<file path="config.mk">
export PLATFORM = sky130hd
export DESIGN_NAME = battery_monitor_filter_unit_flat
export DESIGN_NICKNAME = d
export VERILOG_FILES = /design/src/design/bmf_pkg.sv /design/src/design/bmf_in_if.sv /design/src/design/bmf_out_if.sv /design/src/design/bmf_cfg_if.sv /design/src/design/bmf_lane.sv /design/src/design/bmf_merge.sv /design/src/design/battery_monitor_filter_unit.sv /design/src/flat_wrapper.sv
export SDC_FILE = /design/constraint.sdc
export NUM_CORES = 2
export LEC_CHECK = 0
export BUFFER_PORTS_ARGS = -buffer_cell sky130_fd_sc_hd__buf_2
export CORE_ASPECT_RATIO = 0.9
export CORE_UTILIZATION = 50
export DETAILED_ROUTE_END_ITERATION = 6
export PLACE_DENSITY = 0.68
export SYNTH_ARGS = -nofsm -noshare
export SYNTH_HDL_FRONTEND = slang
export SYNTH_SLANG_ARGS = --single-unit
</file>
<file path="constraint.sdc">
create_clock -name clk_i -period 8.7 [get_ports clk_i]
set_input_delay 0.435 -clock clk_i [delete_from_list [all_inputs] [get_ports clk_i]]
set_output_delay 0.435 -clock clk_i [all_outputs]
set_load 0.05 [all_outputs]
</file>
<file path="src/design/bmf_pkg.sv">
// ----------------------------------------------------------------------------
// bmf_pkg
// Shared types and constants of the battery monitor filter.
// ----------------------------------------------------------------------------
package bmf_pkg;

  localparam int SAMPLE_BITS        = 12;
  localparam int BATT_FILTER_LEN    = 768;
  localparam int CURRENT_FILTER_LEN = 32;
  localparam int TEMP_FILTER_LEN    = 256;

  // battery path carries sample plus offset, one bit wider than a sample
  localparam int BATT_W = SAMPLE_BITS + 1;

  localparam int MAX_LEN_BC = (BATT_FILTER_LEN > CURRENT_FILTER_LEN) ?
                              BATT_FILTER_LEN : CURRENT_FILTER_LEN;
  localparam int MAX_LEN    = (MAX_LEN_BC > TEMP_FILTER_LEN) ? MAX_LEN_BC : TEMP_FILTER_LEN;

  // integral stays below L * 2^BATT_W
  localparam int ACC_W = BATT_W + $clog2(MAX_LEN);
  localparam int CNT_W = $clog2(MAX_LEN + 1);

  localparam logic [BATT_W-1:0] PCT00_TH  = BATT_W'(1646);
  localparam logic [BATT_W-1:0] PCT10_TH  = BATT_W'(1698);
  localparam logic [BATT_W-1:0] PCT30_TH  = BATT_W'(1780);
  localparam logic [BATT_W-1:0] PCT50_TH  = BATT_W'(1936);
  localparam logic [BATT_W-1:0] PCT100_TH = BATT_W'(2130);

  localparam int CFG_IDX_W  = 3;
  localparam int CFG_DATA_W = 16;

  typedef enum logic [CFG_IDX_W-1:0] {
    CFG_BATT_OFFSET = 3'd0,
    CFG_TEMP_GAIN   = 3'd1,
    CFG_TEMP_OFFSET = 3'd2,
    CFG_CHARGE_LOW  = 3'd3,
    CFG_CHARGE_HIGH = 3'd4,
    CFG_HOLD_COUNT  = 3'd5
  } cfg_idx_e;

  typedef enum logic [1:0] {
    LANE_BATT = 2'd0,
    LANE_CURR = 2'd1,
    LANE_TEMP = 2'd2
  } lane_e;

  typedef struct packed {
    logic [SAMPLE_BITS-1:0] battery_sample;
    logic [SAMPLE_BITS-1:0] current_sample;
    logic [SAMPLE_BITS-1:0] temp_sample;
  } in_item_t;

  typedef struct packed {
    logic [BATT_W-1:0]      battery_filtered;
    logic [SAMPLE_BITS-1:0] current_filtered;
    logic [SAMPLE_BITS-1:0] temp_filtered;
    logic signed [15:0]     temperature_x100;
    logic                   charge_ok;
    logic [6:0]             battery_percent;
    logic [1:0]             battery_level;
  } out_item_t;

  typedef struct packed {
    logic [SAMPLE_BITS-1:0] battery_offset;
    logic signed [15:0]     temp_gain;
    logic signed [15:0]     temp_offset;
    logic [SAMPLE_BITS-1:0] charge_low;
    logic [SAMPLE_BITS-1:0] charge_high;
    logic [7:0]             hold_count;
  } cfg_t;

  localparam cfg_t CFG_RESET = '{
    battery_offset: SAMPLE_BITS'(0),
    temp_gain:      16'sd4096,
    temp_offset:    16'sd0,
    charge_low:     SAMPLE_BITS'(1900),
    charge_high:    SAMPLE_BITS'(3016),
    hold_count:     8'd128
  };

  // lane pipeline strobes: sample load, reciprocal multiply, integral update,
  // rounding multiply
  typedef struct packed {
    logic load;
    logic mul;
    logic upd;
    logic fin;
  } lane_ctl_t;

  // merge strobes: capture of lane results, output register load
  typedef struct packed {
    logic cap;
    logic out;
  } merge_ctl_t;

endpackage

</file>
<file path="src/design/bmf_in_if.sv">
// ----------------------------------------------------------------------------
// bmf_in_if
// Scan request channel: valid/ready with one three-channel ADC scan.
// ----------------------------------------------------------------------------
interface bmf_in_if;
  import bmf_pkg::*;

  logic     valid;
  logic     ready;
  in_item_t data;

  modport source (output valid, output data, input ready);
  modport sink   (input valid, input data, output ready);
endinterface

</file>
<file path="src/design/bmf_out_if.sv">
// ----------------------------------------------------------------------------
// bmf_out_if
// Result channel: valid/ready with filtered values and battery status.
// ----------------------------------------------------------------------------
interface bmf_out_if;
  import bmf_pkg::*;

  logic      valid;
  logic      ready;
  out_item_t data;

  modport source (output valid, output data, input ready);
  modport sink   (input valid, input data, output ready);
endinterface

</file>
<file path="src/design/bmf_cfg_if.sv">
// ----------------------------------------------------------------------------
// bmf_cfg_if
// Register write channel: valid/ready with register index and write data.
// ----------------------------------------------------------------------------
interface bmf_cfg_if;
  import bmf_pkg::*;

  logic                  valid;
  logic                  ready;
  logic [CFG_IDX_W-1:0]  index;
  logic [CFG_DATA_W-1:0] data;

  modport source (output valid, output index, output data, input ready);
  modport sink   (input valid, input index, input data, output ready);
endinterface

</file>
<file path="src/design/bmf_lane.sv">
// ----------------------------------------------------------------------------
// bmf_lane
// One leaky-integrator filter lane with priming and ceil rounding.
// ----------------------------------------------------------------------------
module bmf_lane (
  input  logic                      clk_i,
  input  logic                      rst_ni,
  input  bmf_pkg::lane_e            lane_i,
  input  bmf_pkg::lane_ctl_t        ctl_i,
  input  logic [bmf_pkg::BATT_W-1:0] smp_i,
  output logic [bmf_pkg::BATT_W-1:0] filt_o
);
  import bmf_pkg::*;

  localparam int PROD_W = 2 * ACC_W + 1;
  localparam int SH_W   = $clog2(PROD_W);

  // floor(x / L) = (x * RC) >> SH, exact for any ACC_W-bit x
  localparam int B_SH = ACC_W + $clog2(BATT_FILTER_LEN);
  localparam int C_SH = ACC_W + $clog2(CURRENT_FILTER_LEN);
  localparam int T_SH = ACC_W + $clog2(TEMP_FILTER_LEN);
  localparam longint B_RC = ((64'd1 << B_SH) + BATT_FILTER_LEN - 1) / BATT_FILTER_LEN;
  localparam longint C_RC = ((64'd1 << C_SH) + CURRENT_FILTER_LEN - 1) / CURRENT_FILTER_LEN;
  localparam longint T_RC = ((64'd1 << T_SH) + TEMP_FILTER_LEN - 1) / TEMP_FILTER_LEN;

  localparam logic [ACC_W-1:0] SMP_MAX = ACC_W'({BATT_W{1'b1}});

  logic [CNT_W-1:0]  len;
  logic [ACC_W:0]    rc;
  logic [SH_W-1:0]   sh;

  logic [ACC_W-1:0]  acc_q, acc_d;
  logic [CNT_W-1:0]  cnt_q, cnt_d;
  logic              priming;

  logic [BATT_W-1:0] smp1_q, smp2_q, smp3_q, smp4_q;
  logic [PROD_W-1:0] prod2_q, prod4_q;
  logic              prime3_q, prime4_q;
  logic [ACC_W-1:0]  quo2;
  logic [ACC_W-1:0]  acc_rnd;

  always_comb begin
    unique case (lane_i)
      LANE_BATT: begin
        len = CNT_W'(BATT_FILTER_LEN);
        rc  = (ACC_W + 1)'(B_RC);
        sh  = SH_W'(B_SH);
      end
      LANE_CURR: begin
        len = CNT_W'(CURRENT_FILTER_LEN);
        rc  = (ACC_W + 1)'(C_RC);
        sh  = SH_W'(C_SH);
      end
      default: begin
        len = CNT_W'(TEMP_FILTER_LEN);
        rc  = (ACC_W + 1)'(T_RC);
        sh  = SH_W'(T_SH);
      end
    endcase
  end

  assign priming = (cnt_q < len);
  assign quo2    = ACC_W'(prod2_q >> sh);
  assign acc_rnd = acc_q + (ACC_W'(len) - ACC_W'(1));

  always_comb begin
    acc_d = acc_q;
    cnt_d = cnt_q;
    if (ctl_i.upd) begin
      if (priming) begin
        acc_d = acc_q + ACC_W'(smp2_q);
        cnt_d = cnt_q + CNT_W'(1);
      end else begin
        acc_d = acc_q - quo2 + ACC_W'(smp2_q);
      end
    end
  end

  always_ff @(posedge clk_i or negedge rst_ni) begin
    if (!rst_ni) begin
      acc_q <= '0;
      cnt_q <= '0;
    end else begin
      acc_q <= acc_d;
      cnt_q <= cnt_d;
    end
  end

  // prime4_q marks a result that passes the raw sample
  always_ff @(posedge clk_i) begin
    if (ctl_i.load) begin
      smp1_q <= smp_i;
    end
    if (ctl_i.mul) begin
      prod2_q <= PROD_W'(acc_q) * PROD_W'(rc);
      smp2_q  <= smp1_q;
    end
    if (ctl_i.upd) begin
      prime3_q <= priming;
      smp3_q   <= smp2_q;
    end
    if (ctl_i.fin) begin
      prime4_q <= prime3_q;
      smp4_q   <= smp3_q;
      prod4_q  <= PROD_W'(acc_rnd) * PROD_W'(rc);
    end
  end

  assign filt_o = prime4_q ? smp4_q : BATT_W'(prod4_q >> sh);

  a_cnt_bound: assert property (@(posedge clk_i) disable iff (!rst_ni)
    cnt_q <= len)
    else $error("priming count ran past filter length");

  a_acc_bound: assert property (@(posedge clk_i) disable iff (!rst_ni)
    acc_q <= ACC_W'(len) * SMP_MAX)
    else $error("integral exceeds L times largest sample");

  a_prime_step: assert property (@(posedge clk_i) disable iff (!rst_ni)
    ctl_i.upd && priming |=> cnt_q == CNT_W'($past(cnt_q) + CNT_W'(1)))
    else $error("priming count did not advance on update");

endmodule

</file>
<file path="src/design/bmf_merge.sv">
// ----------------------------------------------------------------------------
// bmf_merge
// Combines lane results: temperature scaling, charge window, battery
// percentage, low-battery level with hold hysteresis, output register.
// ----------------------------------------------------------------------------
module bmf_merge (
  input  logic                       clk_i,
  input  logic                       rst_ni,
  input  bmf_pkg::merge_ctl_t        ctl_i,
  input  bmf_pkg::cfg_t              cfg_i,
  input  logic [bmf_pkg::BATT_W-1:0] batt_filt_i,
  input  logic [bmf_pkg::BATT_W-1:0] curr_filt_i,
  input  logic [bmf_pkg::BATT_W-1:0] temp_filt_i,
  output bmf_pkg::out_item_t         item_o
);
  import bmf_pkg::*;

  typedef enum logic [2:0] {
    SEG_ZERO,
    SEG_P00,
    SEG_P10,
    SEG_P30,
    SEG_P50,
    SEG_FULL
  } seg_e;

  typedef enum logic [1:0] {
    LVL_NORMAL = 2'd0,
    LVL_LOW    = 2'd1,
    LVL_VLOW   = 2'd2
  } lvl_e;

  localparam int PCT_NW = 14;
  localparam int PROD_W = 2 * PCT_NW + 1;
  localparam int SH_W   = $clog2(PROD_W);

  localparam int D1 = int'(PCT10_TH) - int'(PCT00_TH);
  localparam int D2 = int'(PCT30_TH) - int'(PCT10_TH);
  localparam int D3 = int'(PCT50_TH) - int'(PCT30_TH);
  localparam int D4 = int'(PCT100_TH) - int'(PCT50_TH);
  localparam int SH1 = PCT_NW + $clog2(D1);
  localparam int SH2 = PCT_NW + $clog2(D2);
  localparam int SH3 = PCT_NW + $clog2(D3);
  localparam int SH4 = PCT_NW + $clog2(D4);
  localparam longint RC1 = ((64'd1 << SH1) + D1 - 1) / D1;
  localparam longint RC2 = ((64'd1 << SH2) + D2 - 1) / D2;
  localparam longint RC3 = ((64'd1 << SH3) + D3 - 1) / D3;
  localparam longint RC4 = ((64'd1 << SH4) + D4 - 1) / D4;

  // capture stage
  logic [BATT_W-1:0]      bf, bf_q;
  logic [SAMPLE_BITS-1:0] cf, tf, cf_q, tf_q;
  logic [15:0]            gain_mag;
  logic                   neg_q;
  logic [27:0]            tprod_q;
  logic                   chg_ok_q;
  seg_e                   seg_d, seg_q;
  logic [PCT_NW-1:0]      num_d, num_q;

  // output stage
  logic [PCT_NW:0]        rc;
  logic [SH_W-1:0]        sh;
  logic [6:0]             base;
  logic [6:0]             pct;
  logic [15:0]            tmag, tq;
  logic                   lo30, lo10;
  lvl_e                   level_q;
  logic [7:0]             timer_q;
  logic [8:0]             tick;
  logic                   tick_done;

  assign bf = batt_filt_i;
  assign cf = curr_filt_i[SAMPLE_BITS-1:0];
  assign tf = temp_filt_i[SAMPLE_BITS-1:0];
  assign gain_mag = cfg_i.temp_gain[15] ? (~cfg_i.temp_gain + 16'd1) : cfg_i.temp_gain;

  always_comb begin
    seg_d = SEG_FULL;
    num_d = '0;
    if (bf < PCT00_TH) begin
      seg_d = SEG_ZERO;
    end else if (bf < PCT10_TH) begin
      seg_d = SEG_P00;
      num_d = PCT_NW'(bf - PCT00_TH) * PCT_NW'(10);
    end else if (bf < PCT30_TH) begin
      seg_d = SEG_P10;
      num_d = PCT_NW'(bf - PCT10_TH) * PCT_NW'(20);
    end else if (bf < PCT50_TH) begin
      seg_d = SEG_P30;
      num_d = PCT_NW'(bf - PCT30_TH) * PCT_NW'(20);
    end else if (bf < PCT100_TH) begin
      seg_d = SEG_P50;
      num_d = PCT_NW'(bf - PCT50_TH) * PCT_NW'(50);
    end
  end

  always_ff @(posedge clk_i) begin
    if (ctl_i.cap) begin
      bf_q     <= bf;
      cf_q     <= cf;
      tf_q     <= tf;
      neg_q    <= cfg_i.temp_gain[15];
      tprod_q  <= 28'(tf) * 28'(gain_mag);
      chg_ok_q <= (cf >= cfg_i.charge_low) && (cf <= cfg_i.charge_high);
      seg_q    <= seg_d;
      num_q    <= num_d;
    end
  end

  always_comb begin
    unique case (seg_q)
      SEG_ZERO: begin base = 7'd0;   rc = '0;            sh = '0;        end
      SEG_P00:  begin base = 7'd0;   rc = (PCT_NW+1)'(RC1); sh = SH_W'(SH1); end
      SEG_P10:  begin base = 7'd10;  rc = (PCT_NW+1)'(RC2); sh = SH_W'(SH2); end
      SEG_P30:  begin base = 7'd30;  rc = (PCT_NW+1)'(RC3); sh = SH_W'(SH3); end
      SEG_P50:  begin base = 7'd50;  rc = (PCT_NW+1)'(RC4); sh = SH_W'(SH4); end
      default:  begin base = 7'd100; rc = '0;            sh = '0;        end
    endcase
  end

  assign pct = base + 7'((PROD_W'(num_q) * PROD_W'(rc)) >> sh);

  // truncate toward zero: scale the magnitude, then restore the sign
  assign tmag = tprod_q[27:12];
  assign tq   = (neg_q ? (16'd0 - tmag) : tmag) + cfg_i.temp_offset;

  assign lo30      = bf_q < PCT30_TH;
  assign lo10      = bf_q < PCT10_TH;
  assign tick      = {1'b0, timer_q} + 9'd1;
  assign tick_done = tick >= {1'b0, cfg_i.hold_count};

  always_ff @(posedge clk_i or negedge rst_ni) begin
    if (!rst_ni) begin
      level_q <= LVL_NORMAL;
      timer_q <= '0;
      item_o  <= '0;
    end else if (ctl_i.out) begin
      item_o.battery_filtered <= bf_q;
      item_o.current_filtered <= cf_q;
      item_o.temp_filtered    <= tf_q;
      item_o.temperature_x100 <= tq;
      item_o.charge_ok        <= chg_ok_q;
      item_o.battery_percent  <= pct;
      unique case (level_q)
        LVL_NORMAL: begin
          if (lo30) begin
            timer_q <= tick_done ? 8'd0 : tick[7:0];
            if (tick_done) begin
              level_q <= LVL_LOW;
              item_o.battery_level <= LVL_LOW;
            end else begin
              item_o.battery_level <= LVL_NORMAL;
            end
          end else begin
            timer_q <= '0;
            item_o.battery_level <= LVL_NORMAL;
          end
        end
        LVL_LOW: begin
          if (!lo30 || lo10) begin
            timer_q <= tick_done ? 8'd0 : tick[7:0];
            if (tick_done) begin
              level_q <= lo10 ? LVL_VLOW : LVL_NORMAL;
              item_o.battery_level <= lo10 ? LVL_VLOW : LVL_NORMAL;
            end else begin
              item_o.battery_level <= LVL_LOW;
            end
          end else begin
            timer_q <= '0;
            item_o.battery_level <= LVL_LOW;
          end
        end
        LVL_VLOW: begin
          if (!lo10) begin
            timer_q <= tick_done ? 8'd0 : tick[7:0];
            if (tick_done) begin
              level_q <= LVL_LOW;
              item_o.battery_level <= LVL_LOW;
            end else begin
              item_o.battery_level <= LVL_VLOW;
            end
          end else begin
            timer_q <= '0;
            item_o.battery_level <= LVL_VLOW;
          end
        end
        default: begin
          level_q <= LVL_NORMAL;
          timer_q <= '0;
          item_o.battery_level <= LVL_NORMAL;
        end
      endcase
    end
  end

  a_lvl_on_out: assert property (@(posedge clk_i) disable iff (!rst_ni)
    !$stable(level_q) |-> $past(ctl_i.out))
    else $error("battery level changed without an output load");

  a_lvl_one_step: assert property (@(posedge clk_i) disable iff (!rst_ni)
    !$stable(level_q) |->
      (level_q == lvl_e'($past(level_q) + 2'd1)) || ($past(level_q) == lvl_e'(level_q + 2'd1)))
    else $error("battery level skipped a step");

  a_lvl_timer: assert property (@(posedge clk_i) disable iff (!rst_ni)
    !$stable(level_q) |-> timer_q == 8'd0)
    else $error("hold timer not cleared on level change");

endmodule

</file>
<file path="src/design/battery_monitor_filter_unit.sv">
// ----------------------------------------------------------------------------
// battery_monitor_filter_unit
// Battery monitor ADC filter: three leaky-integrator lanes and a merge stage.
// ----------------------------------------------------------------------------
// Each request is one scan of battery, charge-current and temperature
// conversions; each scan yields exactly one result, in order. The three
// channels are filtered in parallel lanes, each lane a leaky integrator of
// its own length with a priming phase that passes raw samples until the lane
// has seen its length in scans. A scan enters the multiply step only once
// the previous scan has left the update step, since each lane's integral
// goes through the reciprocal multiplier into a product register, is written
// back on the update step, and the following scan must see the updated
// integral. A stalled result holds in the output register while the
// pipeline keeps filling behind it. Register writes are taken at any time
// (ready is always high) and must only be issued while no scan is in flight.
// ----------------------------------------------------------------------------
module battery_monitor_filter_unit (
  input  logic             clk_i,
  input  logic             rst_ni,
  bmf_in_if.sink           in_i,
  bmf_out_if.source        out_o,
  bmf_cfg_if.sink          cfg_i
);
  import bmf_pkg::*;

  localparam int NSTG = 6;

  cfg_t              cfg_q;
  logic [NSTG-1:0]   vld_q, vld_d;
  logic [NSTG-2:0]   en;
  logic              accept, pop;
  lane_ctl_t         lane_ctl;
  merge_ctl_t        merge_ctl;
  logic [BATT_W-1:0] batt_smp, curr_smp, temp_smp;
  logic [BATT_W-1:0] batt_filt, curr_filt, temp_filt;

  // configuration registers
  assign cfg_i.ready = 1'b1;

  always_ff @(posedge clk_i or negedge rst_ni) begin
    if (!rst_ni) begin
      cfg_q <= CFG_RESET;
    end else if (cfg_i.valid) begin
      unique case (cfg_idx_e'(cfg_i.index))
        CFG_BATT_OFFSET: cfg_q.battery_offset <= cfg_i.data[SAMPLE_BITS-1:0];
        CFG_TEMP_GAIN:   cfg_q.temp_gain      <= cfg_i.data;
        CFG_TEMP_OFFSET: cfg_q.temp_offset    <= cfg_i.data;
        CFG_CHARGE_LOW:  cfg_q.charge_low     <= cfg_i.data[SAMPLE_BITS-1:0];
        CFG_CHARGE_HIGH: cfg_q.charge_high    <= cfg_i.data[SAMPLE_BITS-1:0];
        CFG_HOLD_COUNT:  cfg_q.hold_count     <= cfg_i.data[7:0];
        default: ;
      endcase
    end
  end

  // stage k moves to k+1 on en[k]; stage 0 only moves into an empty stage 1
  // so its multiply always sees the integral left by the previous scan
  assign pop = vld_q[NSTG-1] & out_o.ready;
  always_comb begin
    en[0]      = vld_q[0] & ~vld_q[1];
    en[NSTG-2] = vld_q[NSTG-2] & (~vld_q[NSTG-1] | pop);
    for (int k = NSTG - 3; k >= 1; k--) begin
      en[k] = vld_q[k] & (~vld_q[k+1] | en[k+1]);
    end
  end

  assign in_i.ready = ~vld_q[0] | en[0];
  assign accept     = in_i.valid & in_i.ready;

  always_comb begin
    vld_d[0] = accept | (vld_q[0] & ~en[0]);
    for (int k = 1; k < NSTG - 1; k++) begin
      vld_d[k] = en[k-1] | (vld_q[k] & ~en[k]);
    end
    vld_d[NSTG-1] = en[NSTG-2] | (vld_q[NSTG-1] & ~pop);
  end

  always_ff @(posedge clk_i or negedge rst_ni) begin
    if (!rst_ni) begin
      vld_q <= '0;
    end else begin
      vld_q <= vld_d;
    end
  end

  assign lane_ctl.load = accept;
  assign lane_ctl.mul  = en[0];
  assign lane_ctl.upd  = en[1];
  assign lane_ctl.fin  = en[2];
  assign merge_ctl.cap = en[3];
  assign merge_ctl.out = en[4];

  assign batt_smp = BATT_W'(in_i.data.battery_sample) + BATT_W'(cfg_q.battery_offset);
  assign curr_smp = BATT_W'(in_i.data.current_sample);
  assign temp_smp = BATT_W'(in_i.data.temp_sample);

  bmf_lane u_lane_batt (
    .clk_i  (clk_i),
    .rst_ni (rst_ni),
    .lane_i (LANE_BATT),
    .ctl_i  (lane_ctl),
    .smp_i  (batt_smp),
    .filt_o (batt_filt)
  );

  bmf_lane u_lane_curr (
    .clk_i  (clk_i),
    .rst_ni (rst_ni),
    .lane_i (LANE_CURR),
    .ctl_i  (lane_ctl),
    .smp_i  (curr_smp),
    .filt_o (curr_filt)
  );

  bmf_lane u_lane_temp (
    .clk_i  (clk_i),
    .rst_ni (rst_ni),
    .lane_i (LANE_TEMP),
    .ctl_i  (lane_ctl),
    .smp_i  (temp_smp),
    .filt_o (temp_filt)
  );

  bmf_merge u_merge (
    .clk_i       (clk_i),
    .rst_ni      (rst_ni),
    .ctl_i       (merge_ctl),
    .cfg_i       (cfg_q),
    .batt_filt_i (batt_filt),
    .curr_filt_i (curr_filt),
    .temp_filt_i (temp_filt),
    .item_o      (out_o.data)
  );

  assign out_o.valid = vld_q[NSTG-1];

endmodule
</file>
<file path="src/flat_wrapper.sv">
// flat-port wrapper written by rule: the top's interface ports become plain ports
module battery_monitor_filter_unit_flat import bmf_pkg::*;
  (clk_i, rst_ni, in_i_valid, in_i_data, in_i_ready, out_o_valid, out_o_data, out_o_ready, cfg_i_valid, cfg_i_index, cfg_i_data, cfg_i_ready);
  bmf_in_if in_i_i ();
  bmf_out_if out_o_i ();
  bmf_cfg_if cfg_i_i ();
  input  logic clk_i;
  input  logic rst_ni;
  input wire logic [$bits(in_i_i.valid)-1:0] in_i_valid;
  input wire logic [$bits(in_i_i.data)-1:0] in_i_data;
  output wire logic [$bits(in_i_i.ready)-1:0] in_i_ready;
  output wire logic [$bits(out_o_i.valid)-1:0] out_o_valid;
  output wire logic [$bits(out_o_i.data)-1:0] out_o_data;
  input wire logic [$bits(out_o_i.ready)-1:0] out_o_ready;
  input wire logic [$bits(cfg_i_i.valid)-1:0] cfg_i_valid;
  input wire logic [$bits(cfg_i_i.index)-1:0] cfg_i_index;
  input wire logic [$bits(cfg_i_i.data)-1:0] cfg_i_data;
  output wire logic [$bits(cfg_i_i.ready)-1:0] cfg_i_ready;
  assign in_i_i.valid = in_i_valid;
  assign in_i_i.data = in_i_data;
  assign in_i_ready = in_i_i.ready;
  assign out_o_valid = out_o_i.valid;
  assign out_o_data = out_o_i.data;
  assign out_o_i.ready = out_o_ready;
  assign cfg_i_i.valid = cfg_i_valid;
  assign cfg_i_i.index = cfg_i_index;
  assign cfg_i_i.data = cfg_i_data;
  assign cfg_i_ready = cfg_i_i.ready;
  battery_monitor_filter_unit u_core (.clk_i(clk_i), .rst_ni(rst_ni), .in_i(in_i_i), .out_o(out_o_i), .cfg_i(cfg_i_i));
endmodule
</file>
After elaboration in Yosys (flattened, before gate mapping)
Index checks and enable logic that the tools add are counted.

Bitwise operators: 37. Mux-type cells: 38. Reductions and logical operators: 20. Shifts and indexed selects: 1. Equality and inequality tests: 15. Multiply operators: 8. Magnitude comparators: 13. Add/subtract/negate cells: 25.

Operator list (count): adder 23 x 12 -> 23 bit (4); less-than comparator 13 x 11 -> 1 bit, second input constant (6); 2-to-1 mux 23 bit (3); case mux 15 bit (4 select lines) (1); 2-to-1 mux 14 bit (4); subtractor 13 x 11 -> 14 bit, second input constant (4); multiplier 23 x 24 -> 47 bit, second input constant (1); adder 23 x 13 -> 23 bit (2); multiplier 23 x 24 -> 46 bit, second input constant (1); 2-to-1 mux 16 bit (2); 2-to-1 mux 8 bit (4); adder 10 x 1 -> 10 bit, second input constant (3); multiplier 14 x 15 -> 29 bit (1); right shift 29 x 5 -> 7 bit (1); multiplier 12 x 16 -> 28 bit (1); multiplier 14 x 3 -> 12 bit, second input constant (2); case mux 7 bit (4 select lines) (1); 2-to-1 mux 2 bit (13); 2-to-1 mux 12 bit (2); case mux 8 bit (3 select lines) (1); adder 23 x 10 -> 23 bit, second input constant (1); subtractor 23 x 14 -> 23 bit (1); subtractor 23 x 15 -> 23 bit (1); subtractor 23 x 18 -> 23 bit (1); 40 further kinds (96).

Input bits: 60. Bits in registers: 668. Word-level logic and storage cells: 214. Output and inout bits: 66.

Depth between registers and ports, before layout
Word-level depth: 12. Gate-level depth with buffers: 37. Depth with buffers taken out: 36.

Modules after synthesis
Synthesis repeated with hierarchy kept, for this count alone.

Cells, all modules: 9843. Area total of the unflattened synthesis: 96892.9 sq um.

Modules (own cells, without submodules): bmf_lane at u_core.u_lane_curr (cells an instance 2448, sequential area each 3558.4 sq um, instances 1, area an instance 23720.2 sq um); bmf_lane at u_core.u_lane_temp (cells an instance 2386, sequential area each 3558.4 sq um, instances 1, area an instance 23550.1 sq um); bmf_lane at u_core.u_lane_batt (cells an instance 2409, sequential area each 3558.4 sq um, instances 1, area an instance 23530.1 sq um); bmf_merge (cells an instance 2322, sequential area each 3958.8 sq um, instances 1, area an instance 22323.9 sq um); battery_monitor_filter_unit (cells an instance 278, sequential area each 2070.7 sq um, instances 1, area an instance 3768.6 sq um).

Worst setup path after synthesis
No wires, ideal clock.

Kind: reg2reg. From: register u_core.u_lane_batt.acc_q[0]. To: register u_core.u_lane_batt.prod4_q[45], data pin. Setup time: 262 ps. Stages on the path, launching flop included: 32. Period minus slack after synthesis: 8892 ps. Arrival: 8630 ps. Required time: 8438 ps. Path slack: -192 ps. Buffers on the path: 0. Path through: dfrtp_1 -> inv_1 -> ha_1 -> nand2_1 -> nor3_1 -> nand2_1 -> a21oi_1 -> nor3_1 -> nand3_1 -> xnor2_1 -> ha_1 -> inv_1 -> fa_1 -> inv_1 -> fa_1 -> inv_1 -> fa_1 -> inv_1 -> fa_1 -> fa_1 -> fa_1 -> ha_1 -> o21ai_0 -> a21oi_1 -> o221ai_1 -> nor2b_1 -> a2111oi_4 -> o211ai_1 -> nand2_1 -> o21ai_1 -> o31ai_1 -> xnor2_1.

Longest elaborated chain between the ends: 2.

RTL lines: start: declaration (RTL line bmf_lane.sv:32) `logic [ACC_W-1:0] acc_q, acc_d;`; start signal: assignment (RTL line bmf_lane.sv:81) `acc_q <= '0;`; start signal: assignment (RTL line bmf_lane.sv:84) `acc_q <= acc_d;`; adder 23 x 10 -> 23 bit (RTL line bmf_lane.sv:64) `assign acc_rnd = acc_q + (ACC_W'(len) - ACC_W'(1));`; multiplier 23 x 24 -> 46 bit (RTL line bmf_lane.sv:105) `prod4_q <= PROD_W'(acc_rnd) * PROD_W'(rc);`; end signal: assignment (RTL line bmf_lane.sv:105); end: declaration (RTL line bmf_lane.sv:37) `logic [PROD_W-1:0] prod2_q, prod4_q;`.

Every way passes these cells. A chain may end at the register's enable or synchronous reset.

Final worst setup path
From: register u_core.u_merge.seg_q[0]. To: register u_core.u_merge.item_o[8] (netlist name).

Longest elaborated chain between the ends: 5. Elaborated cells on any way between the ends: 13. Those cells by class: add/sub: 1; mul: 1; eq/ne: 4; shift: 1; mux: 3; reduce/logical: 3.

RTL lines: start: declaration (RTL line bmf_merge.sv:57) `seg_e seg_d, seg_q;`; start signal: assignment (RTL line bmf_merge.sv:105) `seg_q <= seg_d;`; equality test 3 bit, or another cell as far along (RTL line bmf_merge.sv:111) `unique case (seg_q)`; case mux 15 bit (4 select lines) / OR reduction 2 bit (equally long branches); multiplier 14 x 15 -> 29 bit / case mux 5 bit (3 select lines) (equally long branches) (RTL line bmf_merge.sv:121, bmf_merge.sv:111); right shift 29 x 5 -> 7 bit (RTL line bmf_merge.sv:121) `assign pct = base + 7'((PROD_W'(num_q) * PROD_W'(rc)) >> sh);`; adder 7 bit (*) (RTL line bmf_merge.sv:121); end: declaration (RTL line bmf_merge.sv:14) `output bmf_pkg::out_item_t item_o`.

Mark *: on every way between the ends. The rest lies on a longest branch, timed or not.

==> impl_metrics.toml <==
[critical_path]
cp-endpoint = "u_core.u_merge.item_o[8]"
reg2reg_slack_ns = 0.40
worstPathMaxFanout = 12
startpoint = "u_core.u_merge.seg_q[0]"
r2r_cells = 29
setup.worst_path.class = "flip-flop to flip-flop"
cp-end-kind = "flip-flop"
required_ns = 9.18
cp_common_cell = "fa_1"
critPathMaxStageDelay_ns = 0.53
worstReg2RegEnd = "u_core.u_merge.item_o[8]"
rr_startpoint = "u_core.u_merge.seg_q[0]"
critPathArrivalTime_ns = 8.79
crit_slowest_cell = "edfxtp_1"
start_kind = "flip-flop"

[clocking]
root_buffer = "clkbuf_16"
htree_num_levels = 2
cts_inserted_buffers = 57
clock_sinks = 563
path_clk_slew_ns = 0.07
clk_latency_ns = 0.65
cts_tree = "yes"
max-clock-path-buffers = 3

[placement]
portBuffers = 124
place_inst = 7383
place_ws_ns = 0.0905
dp_hpwl_um = 113000
place_congestion = 0.941

[floorplanning]
die_area_um2 = 118000
core_area_um2 = 115000
initial_core_util = 0.506
fp.dieH_um = 326
ioPinCount = 126
std_cell_rows = 118
die_w_um = 362

[layout]
drive_gt1_frac = 0.0839
fin_nets = 7406
fin_util = 0.550
nFillCells = 10000
final_cell_count_no_fill = 7524
syn_to_final_growth_pct = 8.74

[timing]
finalHoldViolCount = 0
setup-violations-final = 0
worst_slew_pin_slew_ns = 1.40
fmax_mhz = 120
period_share = 0.955
fin_tns_setup_ns = 0
slew_viol_final = 0
period_minus_slack_ns = 8.30
setup_slack_ns = 0.396
slew_headroom = 0.0624
clock_skew_ns = 0.0327

[synthesis]
synth_seq_cells = 563
synth.distinct_cells = 107
yosysWarnings = 0
synth_largest_area_cell = "fa_1"
avgSynthCellArea_um2 = 10.2
yosys-top-cells-area = "fa_1, ha_1, edfxtp_1"
synth-seq-area-share = 0.268
syn_area_um2 = 58300
synth_edf_count = 309
async_flop_share = 0.451
synthFlopType = "edfxtp_1"
syn_inst = 5739
synthesis.nets = 7233
yosys.area.top_type_share = 0.214

[global_routing]
grt_max_degree = 89
grtUsageTotal = 0.242
grt_overflow = 0
grt_pass1_vias = 41800
antenna_found_initial = 6
grt_pass1_wl_um = 226000

[flow_run]
maxCapViolations = 0

[route]
dr.first_iter.drc_count = 2707
num_vias = 40800
firstDrtPassIters = 5
detail-route-antenna-nets = 0
wl_um = 140000
vias_per_cell = 5.43
drc = 0
wire_per_inst_um = 18.7

[hold_path]
hp-class = "input pin to flip-flop"

[run_status]
status = "finished clean"
[routing by layer]
metal / wire, µm / vias to the layer above / part of all wire / track usage
li1: - / 19300 / - / -
met1: 64600 / 20100 / 0.46 / 0.353
met2: 61300 / 1180 / 0.44 / 0.365
met3: 10500 / 223 / 0.075 / 0.0471
met4: 3910 / 0 / 0.028 / 0.0680
met5: 0 / - / 0 / 0
[critical path, delay by kind of cell, from the launching register on]
kind / cells / cell delay (ns)
AOI/OAI and AO/OA: 9 / 1.58
DFF: 1 / 0.53
buffers and inverters: 3 / 0.23
muxes: 1 / 0.49
and+or+nand+nor: 6 / 1.43
adders and majority gates: 8 / 3.50
xor gates and xnor gates: 2 / 0.40
[cell families after synthesis]
| family | synth area share |
|---|---|
| other cells | 0.0000643 |
| compound gates | 0.0920 |
| fa+ha+maj | 0.388 |
| buf+inv | 0.0777 |
| simple gates | 0.103 |
| mux | 0.0232 |
| xor+xnor | 0.0479 |
| flops | 0.268 |
[state kept, by name, indices dropped and copies added (netlist names), 13 cells and up]
name and flops:
u_core.u_merge.num_q 13, u_core.u_lane_curr.prod2_q 18, u_core.u_merge.tprod_q 16, u_core.u_lane_batt.smp3_q 13, u_core.u_lane_temp.prod2_q 15, u_core.u_lane_batt.smp2_q 13, u_core.u_lane_batt.acc_q 23, u_core.u_merge.item_o 63
u_core.u_lane_curr.acc_q 23, u_core.u_lane_batt.prod4_q 13, u_core.u_lane_batt.prod2_q 14, u_core.u_lane_temp.acc_q 23, u_core.u_lane_batt.smp1_q 13, u_core.cfg_q 76, u_core.u_lane_batt.smp4_q 13, u_core.u_merge.bf_q 13
[cell usage after synthesis, types with 11 or more instances]
cell         n
edfxtp_1   309
dfrtp_1    239
o22ai_1     18
mux2i_1     18
a211oi_1    29
nand4_1     29
a31oi_1     21
nor3_1      74
fa_1       622
mux2_2      85
or3_1       27
nand3_1     70
nor2b_1     35
dfstp_2     15
inv_1     1070
a21boi_0    13
nand2_1    581
ha_1       812
nor2_1     224
a21oi_1    209
nand2b_1    40
o21ai_1     21
a21o_1      92
o21a_1      31
o211ai_1    26
or4_1       11
a31o_2      11
o21bai_1    23
or2_2       15
a221oi_1    13
o21ai_0    184
o31ai_1     19
buf_1       14
and3_1      51
xnor2_1    250
and2_1      96
clkbuf_1    94
xor2_1      67
[repair_timing]
item	CTS	global route
setup buffers	0	6
endpoints found under the hold margin	93	0
setup endpoints to repair	0	7
hold buffers	24	0
resized for setup	0	19
[cell type report]
class / count / area [µm²] / share of cell area
Multi-Input combinational cell: 3981 / 38200 / 0.603
Sequential cell: 563 / 15700 / 0.247
Inverter: 1077 / 4060 / 0.0640
Tap cell: 1560 / 1950 / 0.0308
Clock buffer: 74 / 1610 / 0.0255
Timing Repair Buffer: 232 / 1510 / 0.0238
Clock inverter: 34 / 372 / 0.00586
Antenna cell: 3 / 7.51 / 0.000118
[cell usage in the layout (no fill, tap or decap), types with 18 or more instances in the layout]
| master | instances |
|---|---|
| ha_1 | 812 |
| and2_1 | 92 |
| o22ai_1 | 18 |
| o21bai_1 | 23 |
| a31oi_1 | 21 |
| o21ai_0 | 184 |
| a21o_1 | 92 |
| clkbuf_16 | 60 |
| dlygate4sd3_1 | 24 |
| nand2b_1 | 38 |
| or3_1 | 27 |
| mux2i_1 | 18 |
| fa_1 | 621 |
| nand3_1 | 70 |
| nor2_1 | 223 |
| nand2_1 | 579 |
| and3_1 | 51 |
| dfrtp_1 | 238 |
| o211ai_1 | 26 |
| xnor2_1 | 248 |
| nand4_1 | 29 |
| o21ai_1 | 20 |
| xor2_1 | 67 |
| edfxtp_1 | 309 |
| nor2b_1 | 33 |
| o31ai_1 | 18 |
| inv_1 | 1068 |
| nor3_1 | 72 |
| a21oi_1 | 207 |
| o21a_1 | 31 |
| mux2_2 | 85 |
| buf_4 | 83 |
| a211oi_1 | 29 |
| buf_2 | 123 |
[worst min path at each step]
stage | from | end | slack [ns] | depth (start not counted)
6_report | in_i_data[20] | u_core.u_lane_curr.smp1_q[8] | 0.04 | 1
5_1_grt | in_i_data[20] | u_core.u_lane_curr.smp1_q[8] | 0.006 | 1
4_1_cts | in_i_data[20] | u_core.u_lane_curr.smp1_q[8] | 0.004 | 1
3_5_place_dp | u_core.u_lane_temp.cnt_q[9] | u_core.u_lane_temp.cnt_q[9] | 0.37 | 0
3_3_place_gp | u_core.u_lane_temp.cnt_q[9] | u_core.u_lane_temp.cnt_q[9] | 0.36 | 0
2_1_floorplan | rst_ni | u_core.cfg_q[0] | 0.14 | 0
[stage by stage]
stage	hold WS (ns)	cell area (µm²)
after global routing	0.00578	63400
after global placement	0.362	61000
after detailed placement	0.365	61000
final	0.0422	63400
after CTS	0.00408	63300
after floorplan	0.139	58300
Power is not shown: default switching activity piles up to over one toggle a cycle in this logic, so the estimate is an artifact.
